### config.mk
export PLATFORM = sky130hd
export DESIGN_NAME = waypoint_heading_controller
export DESIGN_NICKNAME = d
export VERILOG_FILES = /design/src/rtl/core/whc_pkg.sv /design/src/rtl/core/whc_cordic.sv /design/src/rtl/core/waypoint_heading_controller.sv
export SDC_FILE = /design/constraint.sdc
export NUM_CORES = 2
export LEC_CHECK = 0
export ABC_AREA = 1
export BUFFER_PORTS_ARGS = -buffer_cell sky130_fd_sc_hd__clkbuf_2
export CAP_MARGIN = 10
export CORE_MARGIN = 3
export CORE_UTILIZATION = 25
export DETAILED_ROUTE_END_ITERATION = 10
export GPL_ROUTABILITY_DRIVEN = 0
export HOLD_SLACK_MARGIN = 0.02
export PLACE_DENSITY = 0.36
export SLEW_MARGIN = 5
export SYNTH_ARGS = -nofsm -noshare
export SYNTH_HDL_FRONTEND = slang
export SYNTH_SLANG_ARGS = --single-unit
export TNS_END_PERCENT = 30
### constraint.sdc
create_clock -name clk -period 20.8 [get_ports clk]
set_clock_uncertainty 0.1 [all_clocks]
set_input_delay 4.16 -clock clk [delete_from_list [all_inputs] [get_ports clk]]
set_output_delay 4.16 -clock clk [all_outputs]
set_load 0.05 [all_outputs]
### src/rtl/core/whc_pkg.sv
`default_nettype none

package whc_pkg;

  // Iteration count of the vectoring unit
  localparam int CORDIC_ITERATIONS_DEF = 16;

  // Angle table index width (table covers 32 iterations)
  localparam int ATAN_IDX_W = 5;

  // Fixed-point constants
  localparam logic signed [34:0] PI_Q30      = 35'sd3373259426;
  localparam logic signed [34:0] Z_ROUND     = 35'sd65536;
  localparam logic signed [34:0] BEARING_MAX = 35'sd25736;
  localparam logic [19:0]        INV_GAIN    = 20'd636751;
  localparam logic [62:0]        DIST_ROUND  = 63'd134217728;

  // Command codes
  localparam logic [1:0] CMD_TICK   = 2'd0;
  localparam logic [1:0] CMD_START  = 2'd1;
  localparam logic [1:0] CMD_CANCEL = 2'd2;

  // Phase codes
  localparam logic [2:0] PH_IDLE      = 3'd0;
  localparam logic [2:0] PH_TURNING   = 3'd1;
  localparam logic [2:0] PH_DRIVING   = 3'd2;
  localparam logic [2:0] PH_ARRIVED   = 3'd3;
  localparam logic [2:0] PH_CANCELLED = 3'd4;

  // Register indexes
  localparam logic [2:0] REG_GOAL_X    = 3'd0;
  localparam logic [2:0] REG_GOAL_Y    = 3'd1;
  localparam logic [2:0] REG_DIST_TOL  = 3'd2;
  localparam logic [2:0] REG_YAW_TOL   = 3'd3;
  localparam logic [2:0] REG_TURN_SPD  = 3'd4;
  localparam logic [2:0] REG_FWD_SPD   = 3'd5;

  // Register reset values
  localparam logic [30:0] DIST_TOL_RST = 31'd3277;
  localparam logic [14:0] YAW_TOL_RST  = 15'd286;
  localparam logic [15:0] TURN_SPD_RST = 16'd42598;
  localparam logic [15:0] FWD_SPD_RST  = 16'd39322;

  // Result of the vectoring unit
  typedef struct packed {
    logic               valid;
    logic signed [15:0] bearing;
    logic [32:0]        mag;
  } whc_vec_t;

  // Arctangent of 2^-i in radians, Q.30, rounded to nearest
  function automatic logic [29:0] atan_q30(input logic [ATAN_IDX_W-1:0] idx);
    logic [29:0] v;
    case (idx)
      5'd0:  v = 30'd843314857;
      5'd1:  v = 30'd497837829;
      5'd2:  v = 30'd263043837;
      5'd3:  v = 30'd133525159;
      5'd4:  v = 30'd67021687;
      5'd5:  v = 30'd33543516;
      5'd6:  v = 30'd16775851;
      5'd7:  v = 30'd8388437;
      5'd8:  v = 30'd4194283;
      5'd9:  v = 30'd2097149;
      5'd10: v = 30'd1048576;
      5'd11: v = 30'd524288;
      5'd12: v = 30'd262144;
      5'd13: v = 30'd131072;
      5'd14: v = 30'd65536;
      5'd15: v = 30'd32768;
      5'd16: v = 30'd16384;
      5'd17: v = 30'd8192;
      5'd18: v = 30'd4096;
      5'd19: v = 30'd2048;
      5'd20: v = 30'd1024;
      5'd21: v = 30'd512;
      5'd22: v = 30'd256;
      5'd23: v = 30'd128;
      5'd24: v = 30'd64;
      5'd25: v = 30'd32;
      5'd26: v = 30'd16;
      5'd27: v = 30'd8;
      5'd28: v = 30'd4;
      5'd29: v = 30'd2;
      5'd30: v = 30'd1;
      default: v = 30'd0;
    endcase
    return v;
  endfunction

endpackage

`default_nettype wire

### src/rtl/core/whc_cordic.sv
`default_nettype none

module whc_cordic #(
  parameter int CORDIC_ITERATIONS = whc_pkg::CORDIC_ITERATIONS_DEF
) (
  input  wire logic               clk,
  input  wire logic               rst,
  input  wire logic               start,
  input  wire logic signed [31:0] goal_x,
  input  wire logic signed [31:0] goal_y,
  input  wire logic signed [31:0] pos_x,
  input  wire logic signed [31:0] pos_y,
  output whc_pkg::whc_vec_t       res
);

  localparam int CNT_W = (CORDIC_ITERATIONS > 1) ? $clog2(CORDIC_ITERATIONS) : 1;
  localparam logic [CNT_W-1:0] CNT_LAST = CNT_W'(CORDIC_ITERATIONS - 1);

  localparam logic [2:0] S_IDLE = 3'd0;
  localparam logic [2:0] S_LOAD = 3'd1;
  localparam logic [2:0] S_PRE  = 3'd2;
  localparam logic [2:0] S_ITER = 3'd3;
  localparam logic [2:0] S_MUL0 = 3'd4;
  localparam logic [2:0] S_MUL1 = 3'd5;
  localparam logic [2:0] S_FIN  = 3'd6;
  localparam logic [2:0] S_DONE = 3'd7;

  logic [2:0]         state;
  logic [CNT_W-1:0]   cnt;
  logic signed [32:0] dx;
  logic signed [32:0] dy;
  logic               zero_vec;
  logic signed [43:0] x;
  logic signed [43:0] y;
  logic signed [34:0] z;
  logic [62:0]        acc;
  logic signed [15:0] bearing;
  logic [32:0]        mag;

  logic signed [43:0] dx_w;
  logic signed [43:0] dy_w;
  logic signed [43:0] xs;
  logic signed [43:0] ys;
  logic signed [34:0] ang;
  logic [20:0]        mul_a;
  logic [40:0]        prod;
  logic signed [34:0] z_rnd;
  logic signed [34:0] zq;
  logic [62:0]        d_rnd;
  logic [34:0]        d_q;

  // Scale differences by 2^8 into the working width
  assign dx_w = {{11{dx[32]}}, dx} <<< 8;
  assign dy_w = {{11{dy[32]}}, dy} <<< 8;

  // Shared rotation step: shift by the iteration index, add or subtract the table angle
  assign xs  = x >>> cnt;
  assign ys  = y >>> cnt;
  assign ang = $signed({5'b0, whc_pkg::atan_q30(whc_pkg::ATAN_IDX_W'(cnt))});

  // Shared gain multiplier, one half of the magnitude per cycle
  assign mul_a = (state == S_MUL0) ? x[20:0] : x[41:21];
  assign prod  = mul_a * whc_pkg::INV_GAIN;

  // Round bearing and magnitude
  assign z_rnd = z + whc_pkg::Z_ROUND;
  assign zq    = z_rnd >>> 17;
  assign d_rnd = acc + whc_pkg::DIST_ROUND;
  assign d_q   = d_rnd[62:28];

  always_ff @(posedge clk) begin
    if (rst) begin
      state <= S_IDLE;
      cnt   <= '0;
    end else begin
      case (state)
        S_IDLE: begin
          if (start) state <= S_LOAD;
        end
        S_LOAD: state <= S_PRE;
        S_PRE: begin
          state <= S_ITER;
          cnt   <= '0;
        end
        S_ITER: begin
          if (cnt == CNT_LAST) begin
            state <= S_MUL0;
          end else begin
            cnt <= cnt + 1'b1;
          end
        end
        S_MUL0: state <= S_MUL1;
        S_MUL1: state <= S_FIN;
        S_FIN:  state <= S_DONE;
        S_DONE: begin
          if (start) state <= S_LOAD;
        end
        default: state <= S_IDLE;
      endcase
    end
  end

  // Datapath
  always_ff @(posedge clk) begin
    case (state)
      S_LOAD: begin
        dx <= {goal_x[31], goal_x} - {pos_x[31], pos_x};
        dy <= {goal_y[31], goal_y} - {pos_y[31], pos_y};
      end
      S_PRE: begin
        zero_vec <= (dx == '0) && (dy == '0);
        // Fold the left half plane onto the right by a half turn
        if (dx[32]) begin
          x <= -dx_w;
          y <= -dy_w;
          z <= dy[32] ? -whc_pkg::PI_Q30 : whc_pkg::PI_Q30;
        end else begin
          x <= dx_w;
          y <= dy_w;
          z <= '0;
        end
      end
      S_ITER: begin
        if (!y[43]) begin
          x <= x + ys;
          y <= y - xs;
          z <= z + ang;
        end else begin
          x <= x - ys;
          y <= y + xs;
          z <= z - ang;
        end
      end
      S_MUL0: acc <= {22'b0, prod};
      S_MUL1: acc <= acc + {1'b0, prod, 21'b0};
      S_FIN: begin
        if (zero_vec) begin
          bearing <= '0;
          mag     <= '0;
        end else begin
          if (zq > whc_pkg::BEARING_MAX) begin
            bearing <= 16'(whc_pkg::BEARING_MAX);
          end else if (zq < -whc_pkg::BEARING_MAX) begin
            bearing <= 16'(-whc_pkg::BEARING_MAX);
          end else begin
            bearing <= 16'(zq);
          end
          mag <= (d_q[34:33] != 2'b00) ? '1 : d_q[32:0];
        end
      end
      default: begin
      end
    endcase
  end

  assign res.valid   = (state == S_DONE);
  assign res.bearing = bearing;
  assign res.mag     = mag;

endmodule

`default_nettype wire

### src/rtl/core/waypoint_heading_controller.sv
// Go-to-point heading controller.
// Input stream: s_tuser carries the command (tick, start goal, cancel), s_tdata
// the pose sample. One result beat comes out per input beat on the m_ side;
// m_tlast marks the beat that ends a goal (arrived or cancelled).
// Goal, tolerances and speeds are written on the cfg port (index, data),
// always ready; write only while no item is in flight.
// An item is taken only when the previous one has left the vectoring unit,
// so no new beat is accepted while one is still in the vectoring unit. The
// iterative CORDIC (one shift-add step per cycle, then the gain multiply in
// two halves) sets this pace.
// The result sits in an output register: while the receiver stalls, the
// next input beat is still accepted and processed, and it waits in the
// vectoring unit until the output register frees up.
// Reset (synchronous, rst high) clears the running flag, empties the output
// register and loads the default goal (origin), tolerances and speeds.
`default_nettype none

module waypoint_heading_controller #(
  parameter int CORDIC_ITERATIONS = whc_pkg::CORDIC_ITERATIONS_DEF
) (
  input  wire logic        clk,
  input  wire logic        rst,
  input  wire logic        s_tvalid,
  output logic             s_tready,
  input  wire logic [79:0] s_tdata,   // pos_x[31:0], pos_y[63:32], heading[79:64]
  input  wire logic [1:0]  s_tuser,   // command[1:0]
  output logic             m_tvalid,
  input  wire logic        m_tready,
  output logic [87:0]      m_tdata,   // linear_speed[15:0], angular_speed[32:16],
                                      // phase[35:33], position_ok[36],
                                      // heading_ok[37], distance_error[70:38],
                                      // heading_error[87:71]
  output logic             m_tlast,   // done_res
  input  wire logic        cfg_valid,
  output logic             cfg_ready,
  input  wire logic [2:0]  cfg_index,
  input  wire logic [31:0] cfg_data
);

  localparam logic T_IDLE = 1'b0;
  localparam logic T_BUSY = 1'b1;

  logic               state;
  logic               running;
  logic [1:0]         cmd;
  logic signed [31:0] pos_x;
  logic signed [31:0] pos_y;
  logic signed [15:0] heading;

  logic signed [31:0] goal_x;
  logic signed [31:0] goal_y;
  logic [30:0]        dist_tolerance;
  logic [14:0]        yaw_tolerance;
  logic [15:0]        turn_speed;
  logic [15:0]        forward_speed;

  whc_pkg::whc_vec_t  vec;
  logic               start;
  logic               load;
  logic               running_next;

  logic signed [16:0] herr;
  logic [16:0]        habs;
  logic [18:0]        yaw_tol10;
  logic               run_now;
  logic [15:0]        lin;
  logic signed [16:0] angv;
  logic [2:0]         phase;
  logic               done;
  logic               pok;
  logic               hok;

  assign cfg_ready = 1'b1;
  assign s_tready  = (state == T_IDLE);
  assign start     = s_tvalid && s_tready;
  assign load      = (state == T_BUSY) && vec.valid && (!m_tvalid || m_tready);

  // Configuration registers
  always_ff @(posedge clk) begin
    if (rst) begin
      goal_x         <= '0;
      goal_y         <= '0;
      dist_tolerance <= whc_pkg::DIST_TOL_RST;
      yaw_tolerance  <= whc_pkg::YAW_TOL_RST;
      turn_speed     <= whc_pkg::TURN_SPD_RST;
      forward_speed  <= whc_pkg::FWD_SPD_RST;
    end else if (cfg_valid && cfg_ready) begin
      case (cfg_index)
        whc_pkg::REG_GOAL_X:   goal_x         <= cfg_data;
        whc_pkg::REG_GOAL_Y:   goal_y         <= cfg_data;
        whc_pkg::REG_DIST_TOL: dist_tolerance <= cfg_data[30:0];
        whc_pkg::REG_YAW_TOL:  yaw_tolerance  <= cfg_data[14:0];
        whc_pkg::REG_TURN_SPD: turn_speed     <= cfg_data[15:0];
        whc_pkg::REG_FWD_SPD:  forward_speed  <= cfg_data[15:0];
        default: begin
        end
      endcase
    end
  end

  // Capture the input beat
  always_ff @(posedge clk) begin
    if (start) begin
      cmd     <= s_tuser;
      pos_x   <= s_tdata[31:0];
      pos_y   <= s_tdata[63:32];
      heading <= s_tdata[79:64];
    end
  end

  whc_cordic #(
    .CORDIC_ITERATIONS(CORDIC_ITERATIONS)
  ) u_cordic (
    .clk    (clk),
    .rst    (rst),
    .start  (start),
    .goal_x (goal_x),
    .goal_y (goal_y),
    .pos_x  (pos_x),
    .pos_y  (pos_y),
    .res    (vec)
  );

  // Heading error and goal decision on the same sample
  assign herr      = {vec.bearing[15], vec.bearing} - {heading[15], heading};
  assign habs      = herr[16] ? 17'(-herr) : 17'(herr);
  assign yaw_tol10 = {1'b0, yaw_tolerance, 3'b0} + {3'b0, yaw_tolerance, 1'b0};
  assign run_now   = running || (cmd == whc_pkg::CMD_START);

  always_comb begin
    lin          = '0;
    angv         = '0;
    phase        = whc_pkg::PH_IDLE;
    done         = 1'b0;
    pok          = 1'b0;
    hok          = 1'b0;
    running_next = run_now;
    if (run_now) begin
      if (cmd == whc_pkg::CMD_CANCEL) begin
        running_next = 1'b0;
        phase        = whc_pkg::PH_CANCELLED;
        done         = 1'b1;
      end else if (vec.mag <= {2'b0, dist_tolerance}) begin
        running_next = 1'b0;
        phase        = whc_pkg::PH_ARRIVED;
        done         = 1'b1;
        pok          = 1'b1;
        hok          = ({2'b0, habs} <= yaw_tol10);
      end else if (habs > {2'b0, yaw_tolerance}) begin
        phase = whc_pkg::PH_TURNING;
        angv  = (herr > 17'sd0) ? $signed({1'b0, turn_speed})
                                : -$signed({1'b0, turn_speed});
      end else begin
        phase = whc_pkg::PH_DRIVING;
        lin   = forward_speed;
      end
    end
  end

  // Sequencer and running flag
  always_ff @(posedge clk) begin
    if (rst) begin
      state   <= T_IDLE;
      running <= 1'b0;
    end else begin
      case (state)
        T_IDLE: begin
          if (start) state <= T_BUSY;
        end
        T_BUSY: begin
          if (load) begin
            state   <= T_IDLE;
            running <= running_next;
          end
        end
        default: state <= T_IDLE;
      endcase
    end
  end

  // Output register: hold while stalled, drop after the beat is taken unless a new result loads
  always_ff @(posedge clk) begin
    if (rst) begin
      m_tvalid <= 1'b0;
    end else if (load) begin
      m_tvalid <= 1'b1;
    end else if (m_tready) begin
      m_tvalid <= 1'b0;
    end
  end

  always_ff @(posedge clk) begin
    if (load) begin
      m_tdata <= {herr, vec.mag, hok, pok, phase, angv, lin};
      m_tlast <= done;
    end
  end

endmodule

`default_nettype wire
Word-level counts from Yosys, hierarchy flattened. Memory sizes are Yosys's and may differ from the RTL's. A register that Yosys moved wholly into a read port is not among the register bits. Index checks and enable logic that the tools add are counted.

Register bits after elaboration: 625. Bits in read-only memories: 480. Input bits: 122. Word-level logic and storage cells: 153. Memories: 1.

$add $sub $neg: 18. Multipliers: 1. Magnitude comparators: 6. Eq/ne operators: 18. Shifts and indexed selects: 2. Mux-type cells: 37. Bitwise logic cells: 4. Reductions and logical operators: 32.

Memories: (no name shown) (words 16, bits a word 30, rd ports 1, clocked after memory_dff 1, wr ports 0, RTL line whc_pkg.sv:54) `case (idx)`.

Operator list (number): $mux W44 (4); $pmux W44 S2 (2); $pmux W63 S2 (1); $mux W35 (3); $add A44 B44 Y44 (2); $neg A41 Y44 (2); $sshr A44 B4 Y44 (2); $sub A44 B44 Y44 (2); $pmux W35 S2 (1); $logic_not A33 Y1 (2); $sub A32 B32 Y33 (2); $add A63 B28 Y63 const B (1); $add A63 B62 Y63 (1); $mul A21 B20 Y41 const B (1); $add A35 B18 Y35 const B (1); $add A35 B31 Y35 (1); $sub A35 B31 Y35 (1); $le A33 B31 Y1 (1); $mux W33 (1); $mux W16 (2); $mux W21 (1); $pmux W3 S7 (1); $add A18 B16 Y19 (1); $le A17 B19 Y1 (1); 35 further kinds (81).

Logic depth before layout (Yosys ltp).
Depth after elaboration: 7. Gate-level depth with buffers: 44.

Cells and area by module. Synthesis repeated with hierarchy kept, for this count alone.

Cell total of the unflattened synthesis: 8127. Area, all modules: 59477.0 um^2.

Modules (own cells, without submodules): whc_cordic (times used 1, cells each 6531, area an instance 44746.7 um^2, sequential area each 9138.8 um^2); waypoint_heading_controller (times used 1, cells each 1596, area an instance 14730.4 um^2, sequential area each 8037.7 um^2).

Worst setup path before layout. OpenSTA, ideal clock, no wires.

Path kind: reg-to-reg. Start: reg u_cordic.state[0]. End: reg, netlist name u_cordic.ang[18]. Arrival time: 9.403 ns. Data required time: 20.565 ns. Setup slack: 11.162 ns. Stages on the path, launching flop included: 13. Path buffers: 0. Cell sequence: dfxtp_1 inv_1 ha_1 inv_1 a21oi_1 o21ai_0 a22oi_1 nor2_1 inv_1 ha_1 inv_1 o21ai_0 o21ai_0.

Word-level cells in the longest chain between the ends: 5. Elaborated cells between the ends (all ways): 8. Those cells by class: 3 x eq/ne; 3 x mux; 2 x reduce/logical.

Ends and longest elaborated chain: from (decl) (RTL line whc_cordic.sv:28) `logic [2:0] state;`; from (signal assigned) (RTL line whc_cordic.sv:73) `state <= S_IDLE;`; from (signal assigned) (RTL line whc_cordic.sv:78) `if (start) state <= S_LOAD;`; from (signal assigned) (RTL line whc_cordic.sv:80) `S_LOAD: state <= S_PRE;`; $eq A3 B2 Y1 (RTL line whc_cordic.sv:76) `case (state)`; $ne A2 B2 Y1 (no source line) or $reduce_bool A2 Y1 (tied branches); $reduce_and A2 Y1 (no source line); $mux W4 (no source line) * (2 in series).

Every way passes the cells marked *; elsewhere a longest branch is shown, timed or not. A chain may end at the register's enable or synchronous reset.

Worst setup path after layout.
Start: reg u_cordic.state[2]. End: reg u_cordic.acc[61] (data pin).

Word-level cells in the longest chain between the ends: 5. Elaborated cells between the ends (all ways): 6. Those cells by class: 1 x add/sub; 1 x mul; 2 x eq/ne; 2 x mux.

Ends and longest elaborated chain: $eq A3 B3 Y1 (RTL line whc_cordic.sv:62, whc_cordic.sv:105); $mux W21 (RTL line whc_cordic.sv:62) `assign mul_a = (state == S_MUL0) ? x[20:0] : x[41:21];`; $mul A21 B20 Y41 (RTL line whc_cordic.sv:63) `assign prod = mul_a * whc_pkg::INV_GAIN;`; $add A63 B62 Y63 (RTL line whc_cordic.sv:135) `S_MUL1: acc <= acc + {1'b0, prod, 21'b0};`; $pmux W63 S2 * (RTL line whc_cordic.sv:105) `case (state)`; to (signal assigned) (RTL line whc_cordic.sv:134) `S_MUL0: acc <= {22'b0, prod};`; to (signal assigned) (RTL line whc_cordic.sv:135); to (decl) (RTL line whc_cordic.sv:36) `logic [62:0] acc;`.

Marked as above.

==> flow_metrics.py <==
metrics = {
    "status": {
        "status": "finished clean",
    },
    "global_route": {
        "met1_usage": 0.275,
        "grt_max_degree": 126,
        "use_met2": 0.317,
        "grt_pass1_vias": 54200,
        "grt-ovfl-total": 0,
        "grt_pass1_wl_um": 359000,
        "antenna_found_initial": 26,
        "grt_usage": 0.196,
        "global_route.usage.met3": 0.0249,
        "grt-busiest-layer": "met2",
    },
    "clock_network": {
        "htreeDepth": 3,
        "post_cts_buffers": 0,
        "clock_latency_ns": 0.74,
        "numCtsBuffers": 86,
        "clock-sinks": 632,
        "path_clk_slew_ns": 0.06,
        "cts_tree": "yes",
        "post_cts_resized": 0,
        "cts_buffer_depth": 3,
        "cts_hold_buf": 0,
        "clockRootBuffer": "clkbuf_16",
    },
    "placed_design": {
        "numPortBuffers": 212,
        "place_area_um2": 63700,
        "hpwl_um": 198000,
    },
    "detailed_routing": {
        "firstDrtPassIters": 6,
        "dr.first_iter.drc_count": 4246,
        "wl_um": 244000,
        "routed_via_density": 4.78,
        "wl_per_cell_um": 21.2,
        "vias": 55100,
        "drc": 0,
        "ant_nets": 0,
    },
    "sta": {
        "setup_violations": 0,
        "rsz0062_at_grt": "no",
        "period_share": 0.467,
        "hold_violations": 0,
        "period_needed_ns": 9.72,
        "fin_hold_ws_ns": 0.354,
        "worst_pin_slew_ns": 1.17,
        "tns_ns": 0,
        "maxSlewHeadroom": 0.211,
        "fmax_mhz": 103,
        "maxSlewViolCount": 0,
    },
    "min_path": {
        "min_to": "forward_speed[13]$_SDFFE_PP0P_",
        "min_from": "forward_speed[13]$_SDFFE_PP0P_",
        "worstHoldPathType": "register to register",
        "min_path_cells": 2,
    },
    "yosys": {
        "netlist_instances": 8144,
        "synthSimpleGateAreaFrac": 0.251,
        "synth_mux_area_frac": 0,
        "ys.flop_type": "edfxtp_1",
        "synth_top_area_cell": "edfxtp_1",
        "ys_seq_area_frac": 0.291,
        "synth_area_leaders": "edfxtp_1 (23%), ha_1 (11%), nand2_1 (11%)",
        "synth.distinct_cells": 59,
        "synthTopCellsByCount": "nand2_1 (1671), inv_1 (1196), nor2_1 (845)",
        "synth_seq_cells": 632,
        "synth-adder-area-share": 0.177,
        "synth_area_um2": 59100,
        "yosysTopAreaCellShare": 0.230,
        "async_reset_ff_frac": 0,
        "yosysMostFrequentCell": "nand2_1",
        "synth.net_count": 8984,
        "synth_xor_area_frac": 0.0478,
        "synth_top_family_by_area": "simple AND/OR/NAND/NOR gates",
        "syn_area_per_cell_um2": 7.25,
        "synth_edf_count": 452,
        "ys_warn_count": 0,
        "synth_compound_area_frac": 0.141,
    },
    "final_layout": {
        "drive_gt1_frac": 0.0575,
        "seq_area_um2": 17200,
        "fill_cells": 26000,
        "final_nets": 9146,
        "multi_input_area_um2": 36500,
        "syn2layout_area_growth_pct": 12.8,
        "final_area_um2": 66600,
    },
    "setup_path": {
        "crit_arrival_ns": 10.06,
        "slowest_delay_ns": 0.71,
        "ff2ff_path_depth": 33,
        "rr_endpoint": "u_cordic.acc[61]$_SDFFCE_PN0P_",
        "path_max_fanout": 46,
        "cp-start-kind": "register",
        "rr_startpoint": "u_cordic.state[2]$_SDFFE_PP0P_",
        "regToRegSetupSlack_ns": 11.08,
        "required_ns": 21.14,
        "cp-end-kind": "register",
        "crit_path_top_delay_cell": "o21ai_1",
        "path_class": "register to register",
    },
    "floorplanning": {
        "die_area_um2": 242000,
        "io_pins": 214,
        "rows": 177,
        "die_h_um": 492,
        "fp.coreArea_um2": 234000,
        "die_w_um": 492,
        "start_util": 0.253,
    },
    "flow_run": {
        "maxCapViolCount": 0,
    },
}
## per-stage QoR
stage	utilization	instances	setup WS, ns
floorplan	-	8144	11.16
global placement	0.272	11400	11.11
detailed placement	0.272	11400	11.15
CTS	0.285	11500	11.07
global route	0.285	11500	10.17
finish	0.285	11500	11.08
## how the worst max path moves through the flow
stage                                   start                             end
3_5_place_dp   u_cordic.state[2]$_SDFFE_PP0P_  u_cordic.acc[62]$_SDFFCE_PN0P_
5_1_grt        u_cordic.state[2]$_SDFFE_PP0P_  u_cordic.acc[62]$_SDFFCE_PN0P_
4_1_cts        u_cordic.state[2]$_SDFFE_PP0P_  u_cordic.acc[62]$_SDFFCE_PN0P_
3_3_place_gp   u_cordic.state[2]$_SDFFE_PP0P_  u_cordic.acc[62]$_SDFFCE_PN0P_
2_1_floorplan  u_cordic.state[0]$_SDFFE_PP0P_        u_cordic.ang[18]$_DFF_P_
6_report       u_cordic.state[2]$_SDFFE_PP0P_  u_cordic.acc[61]$_SDFFCE_PN0P_
## worst max-delay path, delay by kind of cell (launching register included)
kind / cells / cell delay [ns]
flops: 1 / 0.66
xor+xnor: 1 / 0.46
simple gates: 10 / 1.55
fa+ha+maj: 8 / 3.81
buf+inv: 7 / 0.88
compound gates: 7 / 1.91
## layer usage
layer  up-vias  part of all wire
met5         -           0.00035
met4        14             0.026
met3       251             0.042
met2      1214              0.45
met1     26200              0.48
li1      27400                 -
## logic make-up (layout without fill, tap and decap cells)
kind of cell | Yosys count | after routing
flops | 632 | 632
compound gates | 1537 | 1537
other cells | 1 | 5
fa+ha+maj | 718 | 718
buf+inv | 1405 | 1638
xor+xnor | 321 | 321
simple gates | 3530 | 3530
## cell type report
cell class,instances,share of cell area
timing repair buffer,267,0.0225
inverter,1212,0.0684
clock inverter,59,0.0102
sequential,632,0.258
antenna,4,0.000150
clock buffer,100,0.0340
multi-input combinational,6107,0.548
tap,3132,0.0588
## cell usage in the layout (no fill, tap or decap), types with 88 or more instances in the layout
master	Yosys	final
a21oi_1	625	624
clkbuf_16	0	88
clkbuf_2	0	212
dfxtp_1	180	176
edfxtp_1	452	452
fa_1	196	196
ha_1	522	522
inv_1	1196	1193
nand2_1	1671	1670
nand3_1	708	708
nor2_1	845	839
nor3_1	113	113
o21ai_0	618	608
xnor2_1	95	95
xor2_1	224	224
## sequential cells by signal (all words and copies together), names as in the netlist, 2 cells and up
register,count
u_cordic.ang,28
u_cordic.cnt,4
cmd,2
m_tdata,88
u_cordic.acc,42
u_cordic.mag,33
turn_speed,16
u_cordic.state,3
u_cordic.y,44
u_cordic.dx,33
u_cordic.x,44
pos_y,32
yaw_tolerance,15
u_cordic.z,35
pos_x,32
goal_y,32
forward_speed,16
u_cordic.dy,33
goal_x,32
dist_tolerance,31
heading,16
u_cordic.bearing,16
Power is not shown: default switching activity piles up to over one toggle a cycle in this logic, so the estimate is an artifact.
